===== src/rtl/glyph_shaded_texel_sampler_assert.svh =====
// ----------------------------------------------------------------------------
// Assertion macros for the glyph shaded texel sampler
// Implication checks on the clock and the active-low reset.
// ----------------------------------------------------------------------------
`ifndef GLYPH_SHADED_TEXEL_SAMPLER_ASSERT_SVH
`define GLYPH_SHADED_TEXEL_SAMPLER_ASSERT_SVH

// same-cycle implication
`define GST_ASSERT_IMP(lbl, ante, cons, msg) \
  lbl: assert property (@(posedge clk_i) disable iff (!rst_ni) (ante) |-> (cons)) \
    else $error(msg);

// next-cycle implication
`define GST_ASSERT_NXT(lbl, ante, cons, msg) \
  lbl: assert property (@(posedge clk_i) disable iff (!rst_ni) (ante) |=> (cons)) \
    else $error(msg);

`endif


===== src/rtl/gst_pkg.sv =====
// ----------------------------------------------------------------------------
// gst_pkg
// Codes and constants shared by the texel sampler modules.
// ----------------------------------------------------------------------------
package gst_pkg;

  localparam int CfgWidth    = 7;
  localparam int ColourWidth = 8;
  localparam int AttrWidth   = 12;
  localparam int ShadeWidth  = 2;
  localparam int ReqColWidth = 7;
  localparam int CfgReset    = 32;

  // shade thresholds: d < 0.30 and d < 0.45 as exact integer compares
  localparam int ShadeMulA = 10;
  localparam int ShadeRefA = 3;
  localparam int ShadeMulB = 20;
  localparam int ShadeRefB = 9;

  typedef enum logic {
    OP_WRITE  = 1'b0,
    OP_SAMPLE = 1'b1
  } op_e;

  typedef enum logic {
    REG_TEX_WIDTH  = 1'b0,
    REG_TEX_HEIGHT = 1'b1
  } reg_e;

  typedef enum logic [ShadeWidth-1:0] {
    SHADE_SOLID = 2'd0,
    SHADE_3Q    = 2'd1,
    SHADE_HALF  = 2'd2
  } shade_e;

endpackage


===== src/rtl/gst_coord.sv =====
// ----------------------------------------------------------------------------
// gst_coord
// Two stages: clamp and scale coordinates, then texel, quadrant and neighbours.
// ----------------------------------------------------------------------------
module gst_coord #(
  parameter int MAX_WIDTH       = 64,
  parameter int MAX_HEIGHT      = 64,
  parameter int COORD_FRAC_BITS = 16
) (
  input  logic                                              clk_i,
  input  logic                                              rst_ni,
  input  logic                                              en_i,
  input  logic [$clog2(MAX_WIDTH+1)-1:0]                    eff_w_i,
  input  logic [$clog2(MAX_HEIGHT+1)-1:0]                   eff_h_i,
  input  logic                                              valid_i,
  input  logic                                              opcode_i,
  input  logic [COORD_FRAC_BITS:0]                          x_coord_i,
  input  logic [COORD_FRAC_BITS:0]                          y_coord_i,
  input  logic [gst_pkg::ReqColWidth-1:0]                   texel_col_i,
  input  logic [gst_pkg::ReqColWidth-1:0]                   texel_row_i,
  input  logic [gst_pkg::ColourWidth-1:0]                   write_colour_i,
  output logic                                              valid_o,
  output logic                                              opcode_o,
  output logic                                              wok_o,
  output logic [((MAX_WIDTH>1)?$clog2(MAX_WIDTH):1)-1:0]    ix_o,
  output logic [((MAX_HEIGHT>1)?$clog2(MAX_HEIGHT):1)-1:0]  iy_o,
  output logic [((MAX_WIDTH>1)?$clog2(MAX_WIDTH):1)-1:0]    n1c_o,
  output logic [((MAX_HEIGHT>1)?$clog2(MAX_HEIGHT):1)-1:0]  n1r_o,
  output logic [((MAX_WIDTH>1)?$clog2(MAX_WIDTH):1)-1:0]    n2c_o,
  output logic [((MAX_HEIGHT>1)?$clog2(MAX_HEIGHT):1)-1:0]  n2r_o,
  output logic [COORD_FRAC_BITS-1:0]                        d1_o,
  output logic [COORD_FRAC_BITS-1:0]                        d2_o,
  output logic [gst_pkg::ColourWidth-1:0]                   colour_o
);
  import gst_pkg::*;

  localparam int FB  = COORD_FRAC_BITS;
  localparam int CB  = FB + 1;
  localparam int EW  = $clog2(MAX_WIDTH+1);
  localparam int EH  = $clog2(MAX_HEIGHT+1);
  localparam int CW  = (MAX_WIDTH > 1) ? $clog2(MAX_WIDTH) : 1;
  localparam int RW  = (MAX_HEIGHT > 1) ? $clog2(MAX_HEIGHT) : 1;
  localparam int FXW = CB + EW;
  localparam int FYW = CB + EH;
  localparam logic [CB-1:0] One  = CB'(1) << FB;
  localparam logic [FB-1:0] Half = FB'(1) << (FB - 1);

  logic [CB-1:0]          xc, yc;
  logic [FXW-1:0]         fx_d, fx_q;
  logic [FYW-1:0]         fy_d, fy_q;
  logic                   v1_q, op1_q;
  logic [ReqColWidth-1:0] col1_q, row1_q;
  logic [ColourWidth-1:0] colour1_q;

  assign xc   = (x_coord_i > One) ? One : x_coord_i;
  assign yc   = (y_coord_i > One) ? One : y_coord_i;
  assign fx_d = FXW'(xc) * FXW'(eff_w_i);
  assign fy_d = FYW'(yc) * FYW'(eff_h_i);

  always_ff @(posedge clk_i or negedge rst_ni) begin
    if (!rst_ni) begin
      v1_q <= 1'b0;
    end else if (en_i) begin
      v1_q <= valid_i;
    end
  end

  always_ff @(posedge clk_i) begin
    if (en_i) begin
      fx_q      <= fx_d;
      fy_q      <= fy_d;
      op1_q     <= opcode_i;
      col1_q    <= texel_col_i;
      row1_q    <= texel_row_i;
      colour1_q <= write_colour_i;
    end
  end

  logic [EW:0]   ipx;
  logic [EH:0]   ipy;
  logic [CW-1:0] ix, right, left;
  logic [RW-1:0] iy, down, up;
  logic [FB-1:0] dx, dy;
  logic [CB-1:0] one_dx, one_dy;
  logic [CW-1:0] n1c_d, n2c_d, ix_d;
  logic [RW-1:0] n1r_d, n2r_d, iy_d;
  logic [FB-1:0] d1_d, d2_d;
  logic          wok_d;

  assign ipx    = fx_q[FXW-1:FB];
  assign ipy    = fy_q[FYW-1:FB];
  assign ix     = (ipx == (EW+1)'(eff_w_i)) ? '0 : CW'(ipx);
  assign iy     = (ipy == (EH+1)'(eff_h_i)) ? '0 : RW'(ipy);
  assign dx     = fx_q[FB-1:0];
  assign dy     = fy_q[FB-1:0];
  assign one_dx = One - CB'(dx);
  assign one_dy = One - CB'(dy);
  assign right  = (CW'(ix + CW'(1)) == CW'(eff_w_i)) || (EW'(ix) + EW'(1) == eff_w_i)
                  ? '0 : CW'(ix + CW'(1));
  assign left   = (ix == '0) ? CW'(eff_w_i - EW'(1)) : CW'(ix - CW'(1));
  assign down   = ((EH'(iy) + EH'(1)) == eff_h_i) ? '0 : RW'(iy + RW'(1));
  assign up     = (iy == '0) ? RW'(eff_h_i - EH'(1)) : RW'(iy - RW'(1));

  always_comb begin
    if (dx >= Half && dy >= Half) begin
      if (dx > dy) begin
        n1c_d = right; n1r_d = iy;   d1_d = dx - Half;
        n2c_d = ix;    n2r_d = down; d2_d = dy - Half;
      end else begin
        n1c_d = ix;    n1r_d = down; d1_d = dy - Half;
        n2c_d = right; n2r_d = iy;   d2_d = dx - Half;
      end
    end else if (dx >= Half && dy <= Half) begin
      if (one_dx < CB'(dy)) begin
        n1c_d = right; n1r_d = iy;   d1_d = dx - Half;
        n2c_d = ix;    n2r_d = up;   d2_d = Half - dy;
      end else begin
        n1c_d = ix;    n1r_d = up;   d1_d = Half - dy;
        n2c_d = right; n2r_d = iy;   d2_d = dx - Half;
      end
    end else if (dx <= Half && dy >= Half) begin
      if (CB'(dx) < one_dy) begin
        n1c_d = left;  n1r_d = iy;   d1_d = Half - dx;
        n2c_d = ix;    n2r_d = down; d2_d = dy - Half;
      end else begin
        n1c_d = ix;    n1r_d = down; d1_d = dy - Half;
        n2c_d = left;  n2r_d = iy;   d2_d = Half - dx;
      end
    end else begin
      if (dx < dy) begin
        n1c_d = left;  n1r_d = iy;   d1_d = Half - dx;
        n2c_d = ix;    n2r_d = up;   d2_d = Half - dy;
      end else begin
        n1c_d = ix;    n1r_d = up;   d1_d = Half - dy;
        n2c_d = left;  n2r_d = iy;   d2_d = Half - dx;
      end
    end
  end

  assign wok_d = (op1_q == OP_WRITE) && (int'(col1_q) < int'(eff_w_i))
                 && (int'(row1_q) < int'(eff_h_i));
  assign ix_d  = (op1_q == OP_SAMPLE) ? ix : CW'(col1_q);
  assign iy_d  = (op1_q == OP_SAMPLE) ? iy : RW'(row1_q);

  always_ff @(posedge clk_i or negedge rst_ni) begin
    if (!rst_ni) begin
      valid_o <= 1'b0;
    end else if (en_i) begin
      valid_o <= v1_q;
    end
  end

  always_ff @(posedge clk_i) begin
    if (en_i) begin
      opcode_o <= op1_q;
      wok_o    <= wok_d;
      ix_o     <= ix_d;
      iy_o     <= iy_d;
      n1c_o    <= n1c_d;
      n1r_o    <= n1r_d;
      n2c_o    <= n2c_d;
      n2r_o    <= n2r_d;
      d1_o     <= d1_d;
      d2_o     <= d2_d;
      colour_o <= colour1_q;
    end
  end

endmodule


===== config.mk =====
export PLATFORM = sky130hd
export DESIGN_NAME = gst_coord
export DESIGN_NICKNAME = d
export VERILOG_FILES = /design/src/rtl/glyph_shaded_texel_sampler_assert.svh /design/src/rtl/gst_pkg.sv /design/src/rtl/gst_coord.sv
export SDC_FILE = /design/constraint.sdc
export NUM_CORES = 1
export LEC_CHECK = 0
export BUFFER_PORTS_ARGS = -buffer_cell sky130_fd_sc_hd__buf_4
export CAP_MARGIN = 20
export CORE_ASPECT_RATIO = 0.6
export CORE_MARGIN = 2
export CORE_UTILIZATION = 56
export CTS_CLUSTER_DIAMETER = 60
export DETAILED_ROUTE_END_ITERATION = 8
export GPL_TIMING_DRIVEN = 0
export PLACE_DENSITY = 0.75
export SETUP_SLACK_MARGIN = 0.5
export SKIP_CTS_REPAIR_TIMING = 1
export SYNTH_ARGS = -nofsm -noshare
export SYNTH_HDL_FRONTEND = slang
export SYNTH_SLANG_ARGS = --single-unit

===== constraint.sdc =====
create_clock -name clk_i -period 12.9 [get_ports clk_i]
set_input_delay 1.29 -clock clk_i [delete_from_list [all_inputs] [get_ports clk_i]]
set_output_delay 1.29 -clock clk_i [all_outputs]
set_load 0.01 [all_outputs]

==> impl_metrics.toml, run 1 <==
[final_layout]
antennaDiodeCount = 0
fin_nets = 2510
fillerInstances = 2744
area.growth.synth_to_final_pct = 12.3
drive_gt1_share_pct = 12.0
final_util_pct = 63.7
stdcell_area_um2 = 20600

[power_and_ir_drop]
power_w = 0.00482
p_per_area_nw_per_um2 = 234
peakVddDrop_uv = 178
cellLeakagePower_nw = 9.25

[worst_hold_path]
holdCritPathClass = "register to register"

[synth]
synth_top_area_share_pct = 24.4
synth.most_common_cell = "inv_1"
synth_edf_count = 149
async_reset_ff_share_pct = 1.32
yosysWarnings = 0
yosys-top-cells-area = "edfxtp_1, fa_1, ha_1"
synth.distinct_cells = 92
ys_seq_area_share_pct = 24.7
syn-num-nets = 2340
ys.flop_type = "edfxtp_1"
synthDominantAreaCellType = "edfxtp_1"
syn_area_per_cell_um2 = 9.33
synth_area_um2 = 18400
ys_ff_latch = 151
synthTopCellsByCount = "inv_1, and2_1, nand2_1, ha_1, edfxtp_1"
netlist_instances = 1967

[sta]
fin_crit_ps = 8430
rsz0062_at_grt = "no"
tns_ps = 0
report.final.hold_viol_count = 0
fin_crit_sh_pct = 65.4
fmax_mhz = 119
max_slew.worst_pin.slew_ps = 1110
slew_viol_final = 0
slew_headroom_pct = 25.5
skew_ps = 10.4
finalSetupViolations = 0

[floorplanning]
design.core.area_um2 = 32400
io_pins = 154
floorplan.initialDensity_pct = 56.7
die_w_um = 238
fp.dieH_um = 144
rows = 51
die_area_um2 = 34300

[setup_path]
crit_path_start = "x_coord_i[3]"
critPathRequiredTime_ps = 13120
r2r_cells = 16
crit_type = "primary input to register"
worstSetupEndpoint = "fx_q[22]"
worstSetupEndpointType = "register"
slowest_delay_ps = 960
path_cells = "buf_4 -> nor4_1 -> a41oi_1 -> nor2_1 -> clkbuf_1 -> nand2_1 -> fa_1 -> fa_1 -> inv_1 -> fa_1 -> inv_1 -> fa_1 -> inv_1 -> ha_1 -> o211ai_1 -> a211oi_1 -> o311ai_0 -> a31oi_1 -> o21a_1 -> nor2_1 -> xnor2_1"
critPathArrivalTime_ps = 8650
r2r_setup_slack_ps = 6440
start_kind = "primary input"
reg2reg_from = "fy_q[1]"
slowest_stage = "a211oi_1"
rr_endpoint = "n2c_o[0]"
worst_path_most_repeated_cell = "fa_1"
cp_max_fo = 10

[global_routing]
grt_pass1_vias = 15600
grt_max_degree = 78
track_usage_pct = 36.1
antenna_found_initial = 0
grt_pass1_wl_um = 93100
grt_overflow = 0

[clock_network]
path_clk_slew_ps = 70
clock_latency_ps = 460
root_buffer = "clkbuf_16"
cts-buffers-inserted = 17
h-tree-depth = 4
clkSinkCount = 151
cts_buffer_depth = 2
cts_tree = "built"

[placement]
port_buffers = 150
gp_congestion = 1.02
post_dp_cell_area_um2 = 20000
hpwl_um = 48200

[detailed_routing]
routed_wl_um = 61600
routedWlPerCell_um = 23.9
dr.pass1.iters = 6
route.detailed.drc = 0
via_per_inst = 6.45
vias = 16600
ant_nets = 0
dr.first_iter.drc_count = 2349

[outcome]
status = "finished clean"

[run]
maxCapViolCount = 0
-- flip-flops by register name, summed over array words and instances (netlist names), 7 cells and up --
signal     flops
colour_o       8
fx_q          24
d2_o          16
col1_q         7
row1_q         7
fy_q          24
colour1_q      8
d1_o          16
-- cells in the final DEF, fill, tap and decap left out, types with 14 or more instances in the layout --
cell / Yosys / routed
a211oi_1: 41 / 41
a21o_1: 27 / 27
a21oi_1: 87 / 87
a31oi_1: 28 / 28
and2_1: 180 / 180
and3_1: 15 / 15
buf_2: 14 / 14
buf_4: 2 / 151
clkbuf_1: 58 / 59
clkbuf_16: 0 / 17
edfxtp_1: 149 / 149
fa_1: 148 / 148
ha_1: 150 / 150
inv_1: 201 / 201
mux2_2: 17 / 17
mux2i_1: 36 / 36
nand2_1: 153 / 153
nand3_1: 38 / 38
nor2_1: 128 / 128
nor3_1: 28 / 28
nor4_1: 20 / 20
o211ai_1: 18 / 18
o21a_1: 16 / 16
o21ai_0: 73 / 73
xnor2_1: 57 / 57
xor2_1: 36 / 36
-- cells by family (layout without fill, tap and decap cells) --
| kind of cell | Yosys count | after routing | share of synthesized area (%) |
|---|---|---|---|
| flip-flops | 151 | 151 | 24.7 |
| adder cells (fa/ha/maj) | 298 | 298 | 26.4 |
| AO/OA/AOI/OAI | 439 | 439 | 16.5 |
| buffers and inverters | 294 | 477 | 6.76 |
| AND/OR/NAND/NOR | 637 | 637 | 18.0 |
| XOR/XNOR | 93 | 93 | 4.44 |
| multiplexers | 55 | 55 | 3.25 |
-- through the flow --
stage	instances	worst slack [ps]	hold slack, ps
5_1_grt	2574	4230	426
3_3_place_gp	2541	4460	400
2_1_floorplan	1967	6280	400
4_1_cts	2574	4860	420
3_5_place_dp	2542	4400	405
6_report	2574	4470	417
-- worst min-delay path by stage --
stage                       end  slack [ps]         start  depth (start not counted)
finish              colour_o[2]         420  colour1_q[2]                          0
detailed placement  colour_o[2]         400  colour1_q[2]                          0
floorplan           colour_o[0]         400  colour1_q[0]                          0
global placement    colour_o[1]         400  colour1_q[1]                          0
global route        colour_o[0]         430  colour1_q[0]                          0
CTS                 colour_o[2]         420  colour1_q[2]                          0
-- layout make-up --
class	instances	area [um^2]	area share, %
Multi-Input combinational cell	1522	12600	61.1
Sequential cell	151	4520	22.0
Buffer	92	482	2.34
Timing Repair Buffer	151	1160	5.62
Tap cell	424	531	2.57
Clock buffer	18	429	2.08
Clock inverter	14	140	0.680
Inverter	202	758	3.68
-- power breakdown --
group          internal (W)  total [W]  switching, W
clock              0.000271   0.000502      0.000231
sequential         0.000807   0.000923      0.000116
combinational       0.00119    0.00340       0.00221
-- critical path: cells and delay by family --
family / cells / cell delay [ps]
adders and majority gates: 5 / 2460
buffers and inverters: 5 / 910
and+or+nand+nor: 4 / 1440
AOI/OAI and AO/OA: 6 / 2440
xor gates and xnor gates: 1 / 110
-- per-layer routing --
metal	wire length (um)	GRT usage, %
met1	27300	54.6
met2	23900	49.0
met3	9130	12.0
met4	1320	8.77
met5	0	0
(Power assumes the default switching activity.)
==> run 2: changes to the inputs <==
--- a/config.mk
+++ b/config.mk
@@ -5,6 +5,7 @@
 export SDC_FILE = /design/constraint.sdc
 export NUM_CORES = 1
 export LEC_CHECK = 0
+export ABC_AREA = 1
 export BUFFER_PORTS_ARGS = -buffer_cell sky130_fd_sc_hd__buf_4
 export CAP_MARGIN = 20
 export CORE_ASPECT_RATIO = 0.6
==> constraint.sdc (replaced) <==
create_clock -name clk_i -period 8.5 [get_ports clk_i]
set_input_delay 0.85 -clock clk_i [delete_from_list [all_inputs] [get_ports clk_i]]
set_output_delay 0.85 -clock clk_i [all_outputs]
set_load 0.01 [all_outputs]
==> run 2 against run 1 <==
Against the previous run: total power is 56% higher; via count is 9.0% higher; non-clock buffer count is 17 lower; critical path type unchanged; critical endpoint is now fy_q[23].
==> impl_metrics.toml, run 2 <==
[synth]
yosysWarnings = 0
ys_ff_latch = 151
ys.flop_type = "edfxtp_1"
synth_xor_area_share_pct = 3.19
yosys-top-cells-area = "edfxtp_1, fa_1, ha_1"
synth_area_um2 = 18400
synthAdderAreaFrac_pct = 26.3
synth.distinct_cells = 58
ys_seq_area_share_pct = 24.6
synth-compound-area-share_pct = 13.1
async_reset_ff_share_pct = 1.32
syn_area_per_cell_um2 = 7.75
synthTopCellsByCount = "nand2_1, inv_1, nor2_1, ha_1"
syn-num-nets = 2744
synth_top_family_by_area = "adder cells"
synth_edf_count = 149
synth_top_area_share_pct = 24.3
synthDominantAreaCellType = "edfxtp_1"
synth.most_common_cell = "nand2_1"
synth_mux_area_share_pct = 0
netlist_instances = 2371
synthSimpleGateAreaFrac_pct = 23.3

[global_routing]
track_usage_pct = 39.2
grt_overflow = 0
grt_pass1_wl_um = 98800
grt_pass1_vias = 16100
antenna_found_initial = 3
grt_max_degree = 79

[setup_path]
critPathRequiredTime_ps = 8710
crit_path_start = "y_coord_i[15]"
worst_path_most_repeated_cell = "inv_1"
r2r_setup_slack_ps = 2930
slowest_delay_ps = 540
crit_type = "primary input to register"
start_kind = "primary input"
critPathArrivalTime_ps = 7350
cpLargestDelayFamily = "adder cells"
worstSetupEndpointType = "register"
critPathBufInv = 7
slowest_stage = "fa_1"
cp_max_fo = 10
reg2reg_from = "fx_q[2]"

[placement]
gp_congestion = 1.05
placedCellCount = 2937
port_buffers = 141
hpwl_um = 53800

[sta]
tns_ps = 0
max_slew.worst_pin.slew_ps = 1150
slew_viol_final = 0
finalSetupViolations = 0
fin_crit_ps = 7150
fin_crit_sh_pct = 84.1
skew_ps = 17.4
worst_hold_slack_ps = 155
fmax_mhz = 140
slew_headroom_pct = 23.6
rsz0062_at_grt = "no"
report.final.hold_viol_count = 0

[detailed_routing]
ant_nets = 0
dr.pass1.iters = 6
vias = 18100
routedWlPerCell_um = 22.5
routed_wl_um = 66900
route.detailed.drc = 0
dr.first_iter.drc_count = 2530
via_per_inst = 6.09

[power_and_ir_drop]
switching_power_w = 0.00433
comb_power_share_pct = 70.6
cellLeakagePower_nw = 10.1
pwr-share-seq_pct = 19.1
intPower_w = 0.00320
p_per_area_nw_per_um2 = 366
peakVddDrop_uv = 249
clockPowerShare_pct = 10.3
swShare_pct = 57.5

[worst_hold_path]
holdCritPathClass = "primary input to asynchronous set/reset pin"

[clock_network]
cts-buffers-inserted = 17
path_clk_slew_ps = 70
clkSinkCount = 151
cts_buffer_depth = 2
clock_latency_ps = 470
h-tree-depth = 4
root_buffer = "clkbuf_16"
cts_tree = "built"

[floorplanning]
die_area_um2 = 34300
die_w_um = 238
floorplan.initialDensity_pct = 56.8
rows = 51
fp.dieH_um = 144
io_pins = 154
design.core.area_um2 = 32400

[final_layout]
fin_nets = 2905
fillerInstances = 2836
fin_cells = 2969
final_common_cell = "nand2_1"
reg_top3 = "fx_q (24), fy_q (24)"
antennaDiodeCount = 0
area.growth.synth_to_final_pct = 12.0
mostFrequentLayoutCells = "nand2_1, inv_1, nor2_1"
multi_input_area_um2 = 12100
seq_area_um2 = 4520
drive_gt1_share_pct = 11.6

[run]
maxCapViolCount = 0

[outcome]
status = "finished clean"
[run 2: per-stage QoR]
step                area, um^2  setup WS, ps  utilization (%)  power, W
floorplan                18400          2540                -   0.00450
global placement         20000          1250             61.7   0.00634
detailed placement       20000          1180             61.8   0.00642
CTS                      20600          1680             63.6   0.00722
global route             20600          1110             63.6   0.00789
finish                   20600          1350             63.6   0.00753
[run 2: layer usage]
layer / track usage (%) / routed length, um / share of wire, %
met1: 60.7 / 29800 / 45
met2: 47.5 / 24000 / 36
met3: 18.5 / 12000 / 18
met4: 7.85 / 940 / 1.4
met5: 1.44 / 62 / 0.093
[run 2: final timing paths]
path	cells after the start	end
max	26	fy_q[23]
min	1	v1_q
max reg2reg	20	d1_o[8]
min reg2reg	0	colour_o[0]
max in group asynchronous	1	valid_o
min in group clk_i	0	colour_o[0]
[run 2: final cells by class]
class                   instances  share of cell area [%]
multi-input cells            1778                    58.9
plain buffers                  84                    1.90
clock inverters                14                   0.753
flip-flops and latches        151                    22.0
repair buffers                142                    5.29
well taps                     424                    2.58
clock buffers                  18                    2.08
inverters                     358                    6.54
[run 2: worst register-to-register path, stage by stage (launching register included)]
cell and delay, ps:
edfxtp_1 600, nor3_1 440, nand4_1 270, nor2_1 150, nand2_1 140, nor2_1 340
nand3_1 160, xor2_1 300, inv_1 210, ha_1 340, inv_1 60, o211ai_1 90
nor2_1 420, inv_1 90, nor2_1 160, nand2_2 150, nor2_4 260, buf_2 400
a21oi_1 160, nand2_1 100, o21ai_0 330
[run 2: kinds of logic (layout without fill, tap and decap cells)]
family,count (synthesis),count (layout)
compound gates,429,429
xor+xnor,67,67
fa+ha+maj,298,298
buf+inv,442,616
flops,151,151
simple gates,984,984
[run 2: power groups by stage]
stage,combinational [W],sequential (W),clock [W]
finish,0.00531,0.00144,0.000775
global route,0.00562,0.00146,0.000807
CTS,0.00501,0.00143,0.000779
detailed placement,0.00497,0.00145,0
global placement,0.00490,0.00144,0
floorplan,0.00303,0.00147,0
